[src/rtl/ssil_pkg.sv]
package ssil_pkg;

   localparam int KEY_W     = 31;
   localparam int PAYLOAD_W = 32;
   localparam int STATUS_W  = 2;
   localparam int COUNT_W   = 6;

   localparam logic CMD_INSERT = 1'b0;
   localparam logic CMD_DRAIN  = 1'b1;

   localparam logic [STATUS_W-1:0] ST_INSERTED = 2'd0;
   localparam logic [STATUS_W-1:0] ST_FULL     = 2'd1;
   localparam logic [STATUS_W-1:0] ST_EMPTY    = 2'd2;
   localparam logic [STATUS_W-1:0] ST_EMIT     = 2'd3;

   typedef struct packed {
      logic                 command;
      logic [KEY_W-1:0]     key;
      logic [PAYLOAD_W-1:0] payload;
   } req_type;

   typedef struct packed {
      logic [STATUS_W-1:0]  status;
      logic [KEY_W-1:0]     out_key;
      logic [PAYLOAD_W-1:0] out_payload;
      logic                 last;
      logic [COUNT_W-1:0]   count;
   } rsp_type;

   typedef struct packed {
      logic                 valid;
      logic [KEY_W-1:0]     key;
      logic [PAYLOAD_W-1:0] payload;
   } entry_type;

   typedef enum logic [1:0] {
      CELL_HOLD,
      CELL_INSERT,
      CELL_DRAIN
   } cell_op_type;

endpackage

[src/rtl/ssil_cell.sv]
module ssil_cell
   import ssil_pkg::*;
(
   input  logic        clock,
   input  logic        reset,
   input  cell_op_type op,
   input  entry_type   new_entry,
   input  entry_type   left_entry,
   input  logic        left_keep,
   input  entry_type   right_entry,
   output entry_type   cur_entry,
   output logic        keep
);

   logic                 valid_ff;
   logic [KEY_W-1:0]     key_ff;
   logic [PAYLOAD_W-1:0] payload_ff;
   entry_type            entry_in;

   assign cur_entry = '{valid: valid_ff, key: key_ff, payload: payload_ff};

   // An entry with a key less than or equal to the new one stays where it is,
   // which keeps equal keys in arrival order.
   assign keep = valid_ff && (key_ff <= new_entry.key);

   always_comb begin
      entry_in = cur_entry;
      case (op)
         CELL_INSERT: begin
            if (!keep) begin
               entry_in = left_keep ? new_entry : left_entry;
            end
         end
         CELL_DRAIN: begin
            entry_in = right_entry;
         end
         default: begin
            entry_in = cur_entry;
         end
      endcase
   end

   always_ff @(posedge clock) begin
      if (reset) begin
         valid_ff <= 1'b0;
      end else begin
         valid_ff <= entry_in.valid;
      end
   end

   always_ff @(posedge clock) begin
      key_ff     <= entry_in.key;
      payload_ff <= entry_in.payload;
   end

endmodule

[config.mk]
export PLATFORM = sky130hd
export DESIGN_NAME = ssil_cell
export DESIGN_NICKNAME = d
export VERILOG_FILES = /design/src/rtl/ssil_pkg.sv /design/src/rtl/ssil_cell.sv
export SDC_FILE = /design/constraint.sdc
export NUM_CORES = 1
export LEC_CHECK = 0
export BUFFER_PORTS_ARGS = -buffer_cell sky130_fd_sc_hd__clkbuf_2
export CAP_MARGIN = 20
export CORE_ASPECT_RATIO = 0.75
export CORE_MARGIN = 3
export CORE_UTILIZATION = 46
export DETAILED_ROUTE_END_ITERATION = 8
export MAX_ROUTING_LAYER = met4
export PLACE_DENSITY_LB_ADDON = 0.15
export RECOVER_POWER = 50
export SLEW_MARGIN = 10
export SYNTH_ARGS = -nofsm -noshare
export SYNTH_HDL_FRONTEND = slang
export SYNTH_SLANG_ARGS = --single-unit
[constraint.sdc]
create_clock -name clock -period 9.9 [get_ports clock]
set_input_delay 1.98 -clock clock [delete_from_list [all_inputs] [get_ports clock]]
set_output_delay 1.98 -clock clock [all_outputs]
set_load 0.1 [all_outputs]
==> results_tabular.tex <==
\begin{tabular}{lr}
\hline
Metric & Value \\
\hline
\multicolumn{2}{l}{\textbf{Synth}} \\
Mean area per synthesized cell & 10.12 µm² \\
Dominant cells by area after synthesis & edfxtp\_1 46\%, mux2i\_1 15\%, ha\_1 9.5\% \\
Synth Net Count & 630 \\
Number of enable-type register cells in the synthesized netlist & 63 \\
Total number of yosys warnings & 0 \\
Cell area after technology mapping & 0.004069 mm² \\
Most frequently used cell type in the post-synthesis netlist & nand2\_1 \\
Sequential element share of the synthesized area & between 40\% and 50\% \\
Top flip-flop cell by instance count after synthesis & edfxtp\_1 \\
Cell variety after synth & 30 \\
Most instantiated cells after synthesis & 75 x nand2\_1, 67 x o21ai\_0, 63 x edfxtp\_1, 63 x mux2i\_1, 32 x inv\_1 \\
Yosys top cell by area & edfxtp\_1 \\
Cells after synthesis & 402 \\
Count of state elements after synthesis & 64 \\
Fraction of synthesized cell area taken by the top area cell type & about 46\% \\
Fraction of registers with async set/reset & 0\% \\
\multicolumn{2}{l}{\textbf{Placement}} \\
GPL Wtd Cong & approximately 0.8 \\
Number of input and output port buffers inserted & 261 \\
DP Worst Slack & around 3.7 ns \\
Placed wire-length estimate after detailed placement & 8904 µm \\
Placed Cells incl. Taps & $\sim$750 \\
\multicolumn{2}{l}{\textbf{STA}} \\
Clock period minus worst slack & 6.272 ns \\
Worst clock skew & 0.003982 ns \\
Final TNS setup & 0 ns \\
Final slew viol count & $\sim$130 \\
Transition time of the tightest slew-check pin & 4.415 ns \\
Endpoints failing hold & 0 \\
Worst slack on hold paths & 0.6230 ns \\
Final number of setup-violating endpoints & 0 \\
Setup repair after global routing missed its margin & false \\
Post-route worst setup slack & 3.628 ns \\
Maximum clock frequency & 159.4 MHz \\
Max transition margin & -194.3\% \\
Final period util & 63.35\% \\
\multicolumn{2}{l}{\textbf{Worst setup path}} \\
Arr. time, crit path & roughly 6 ns \\
Cell repeated most along the worst path & clkbuf\_1 \\
Cells along the critical path & clkbuf\_1 -> nor2b\_1 -> clkbuf\_1 -> o21ai\_0 \\
Kind of capture point of the worst setup path & flop \\
Slowest cell on the critical path & clkbuf\_1 \\
Crit path max fanout & 127 \\
CP required & around 10 ns \\
Critical path's largest stage delay & between 3 and 4 ns \\
CP Launch Type & input port \\
Worst Setup Path Type & in2reg \\
\multicolumn{2}{l}{\textbf{GRT}} \\
GRT overflow & 0 \\
Maximum number of pins on one net before global-route repair & 128 \\
Number of global-route vias before repair & 3576 \\
Tot GR Track Use & a little under a quarter \\
Wire length of the first global-routing pass & approximately 17000 µm \\
Initial antenna violation count & 0 \\
\multicolumn{2}{l}{\textbf{Clocking}} \\
Clock tree root buffer cell & clkbuf\_16 \\
Number of buffers on the longest clock path & 2 \\
Clock sink count & 64 \\
Clock insertion delay at the later pin of the skew report & 0.32 ns \\
Number of CTS-inserted buffers & 9 \\
Number of H-tree levels & 3 \\
Quantity of gates resized following cts & 0 \\
Clock tree from TritonCTS & done \\
Number of setup buffers added after CTS & 0 \\
Clock-pin slew on the worst setup and hold paths & 0.05 ns \\
CTS hold repair buffers & 0 \\
\multicolumn{2}{l}{\textbf{Routing}} \\
Wl on met1 & 4519 µm \\
Average vias per placed instance & 4.963 \\
Number of DRC markers in iteration 0 & roughly 200 \\
Remaining routing DRC violations & 0 \\
Metal2 WL & 5878 µm \\
Routed WL & 11390 µm \\
Highest routed metal layer & met4 \\
Routed vias & roughly 3800 \\
DR WL met3 & 892 µm \\
Detail-routed net length per standard cell & 14.85 µm \\
Number of routed nets with antenna violations & 0 \\
Count of TritonRoute iterations in the first routing pass & 5 \\
\multicolumn{2}{l}{\textbf{Power}} \\
Internal Power & between 0.0005 and 0.0006 W \\
Switching pwr & $\sim$0.00038 W \\
Relative contribution of sequential cells to total power & 35.9\% \\
Power Dens Cells & 171.3 mW/mm² \\
Logic pwr share & 35.8\% \\
Final total power & 0.0009612 W \\
Switching part of the total & 39.52\% \\
Relative contribution of the clock network to total power & 28.3\% \\
Leakage power figure & 2.687 nW \\
Maximum VDD drop & 0.1355 mV \\
\multicolumn{2}{l}{\textbf{Outcome}} \\
Failing checks & capacitance limit, slew limit \\
Status & complete, but fails checks \\
\multicolumn{2}{l}{\textbf{Die}} \\
Initial Util & a little under half \\
Die span in y & between 80 and 90 µm \\
Placeable Area & 0.008527 mm² \\
Number of top-level pins & 262 \\
Die W & between 100 and 150 µm \\
Floorplan die area & 0.01002 mm² \\
Number of placement rows & 29 \\
\multicolumn{2}{l}{\textbf{Run}} \\
Maximum capacitance violations & 1 \\
\multicolumn{2}{l}{\textbf{Layout}} \\
Layout Cells excl Fill & 767 \\
Area growth from synthesis to layout & 37.88\% \\
Post-layout nets & 882 \\
Antenna diodes & 0 \\
Layout cell share with drive strength beyond 1 & around a third \\
\multicolumn{2}{l}{\textbf{Hold path}} \\
Min-delay worst type & reg2reg \\
\hline
\end{tabular}
[per-layer routing]
metal,global-route usage [%],vias up
li1,-,1953
met1,26.42,1704
met2,38.09,142
met3,7.153,8
met4,5.933,0
met5,-,-
[sequential cells by signal (all words and copies together) (netlist names)]
register	count
key_ff	31
payload_ff	32
valid_ff	1
[worst paths after layout]
check              endpoint  slack [ns]        from  cells after the start
max          payload_ff[21]        3.63       op[1]                      4
min                valid_ff        0.62    valid_ff                      3
max reg2reg   payload_ff[0]        7.00  key_ff[26]                      8
min reg2reg        valid_ff        0.62    valid_ff                      3
[worst max-delay path, delay by kind of cell]
kind            cells  cell delay, ns
simple gates        1            0.20
compound gates      1            0.62
buf+inv             2            3.21
[cells by family (layout without fill, tap and decap cells)]
logic type,Yosys count,after routing,synth area share [%]
buffers and inverters,54,311,5.412
muxes,64,64,15.77
adders and majority gates,31,31,9.533
DFF,64,64,46.99
AOI/OAI and AO/OA,92,92,12.12
and+or+nand+nor,97,97,10.18
[cells in the final DEF, fill, tap and decap left out, drive strengths merged]
master	synthesis	routed
a2111oi	1	1
a211oi	2	2
a21oi	16	16
a22oi	2	2
a31oi	1	1
and2	1	1
buf	14	2
clkbuf	8	276
clkinv	0	1
dfxtp	1	1
edfxtp	63	63
ha	31	31
inv	32	32
mux2	1	1
mux2i	63	63
nand2	75	75
nand3	2	2
nand3b	1	1
nand4	7	7
nor2	6	6
nor2b	1	1
nor3	2	2
nor4	2	2
o2111ai	1	1
o211ai	1	1
o21ai	67	67
o41a	1	1
[power by group through the flow]
stage / clock network [W] / logic, W / registers [W]
floorplan: 0 / 0.0000865 / 0.000529
global placement: 0 / 0.000345 / 0.000349
detailed placement: 0 / 0.000350 / 0.000350
CTS: 0.000280 / 0.000351 / 0.000345
global route: 0.000294 / 0.000367 / 0.000348
finish: 0.000272 / 0.000344 / 0.000345
[through the flow]
stage | cell area (µm²) | utilization (%)
detailed placement | 5450 | 63.92
floorplan | 4069 | -
global placement | 5450 | 63.92
finish | 5610 | 65.80
CTS | 5703 | 66.88
global route | 5610 | 65.80
[layout make-up]
type | instances | area [µm²]
Inverter | 32 | 120.1
Sequential cell | 64 | 1912
Fill cell | 762 | 2917
Clock inverter | 1 | 5.005
Clock buffer | 15 | 247.7
Timing Repair Buffer | 263 | 1239
Multi-Input combinational cell | 284 | 1952
Tap cell | 108 | 135.1
Power figures use the tool's default switching activity.
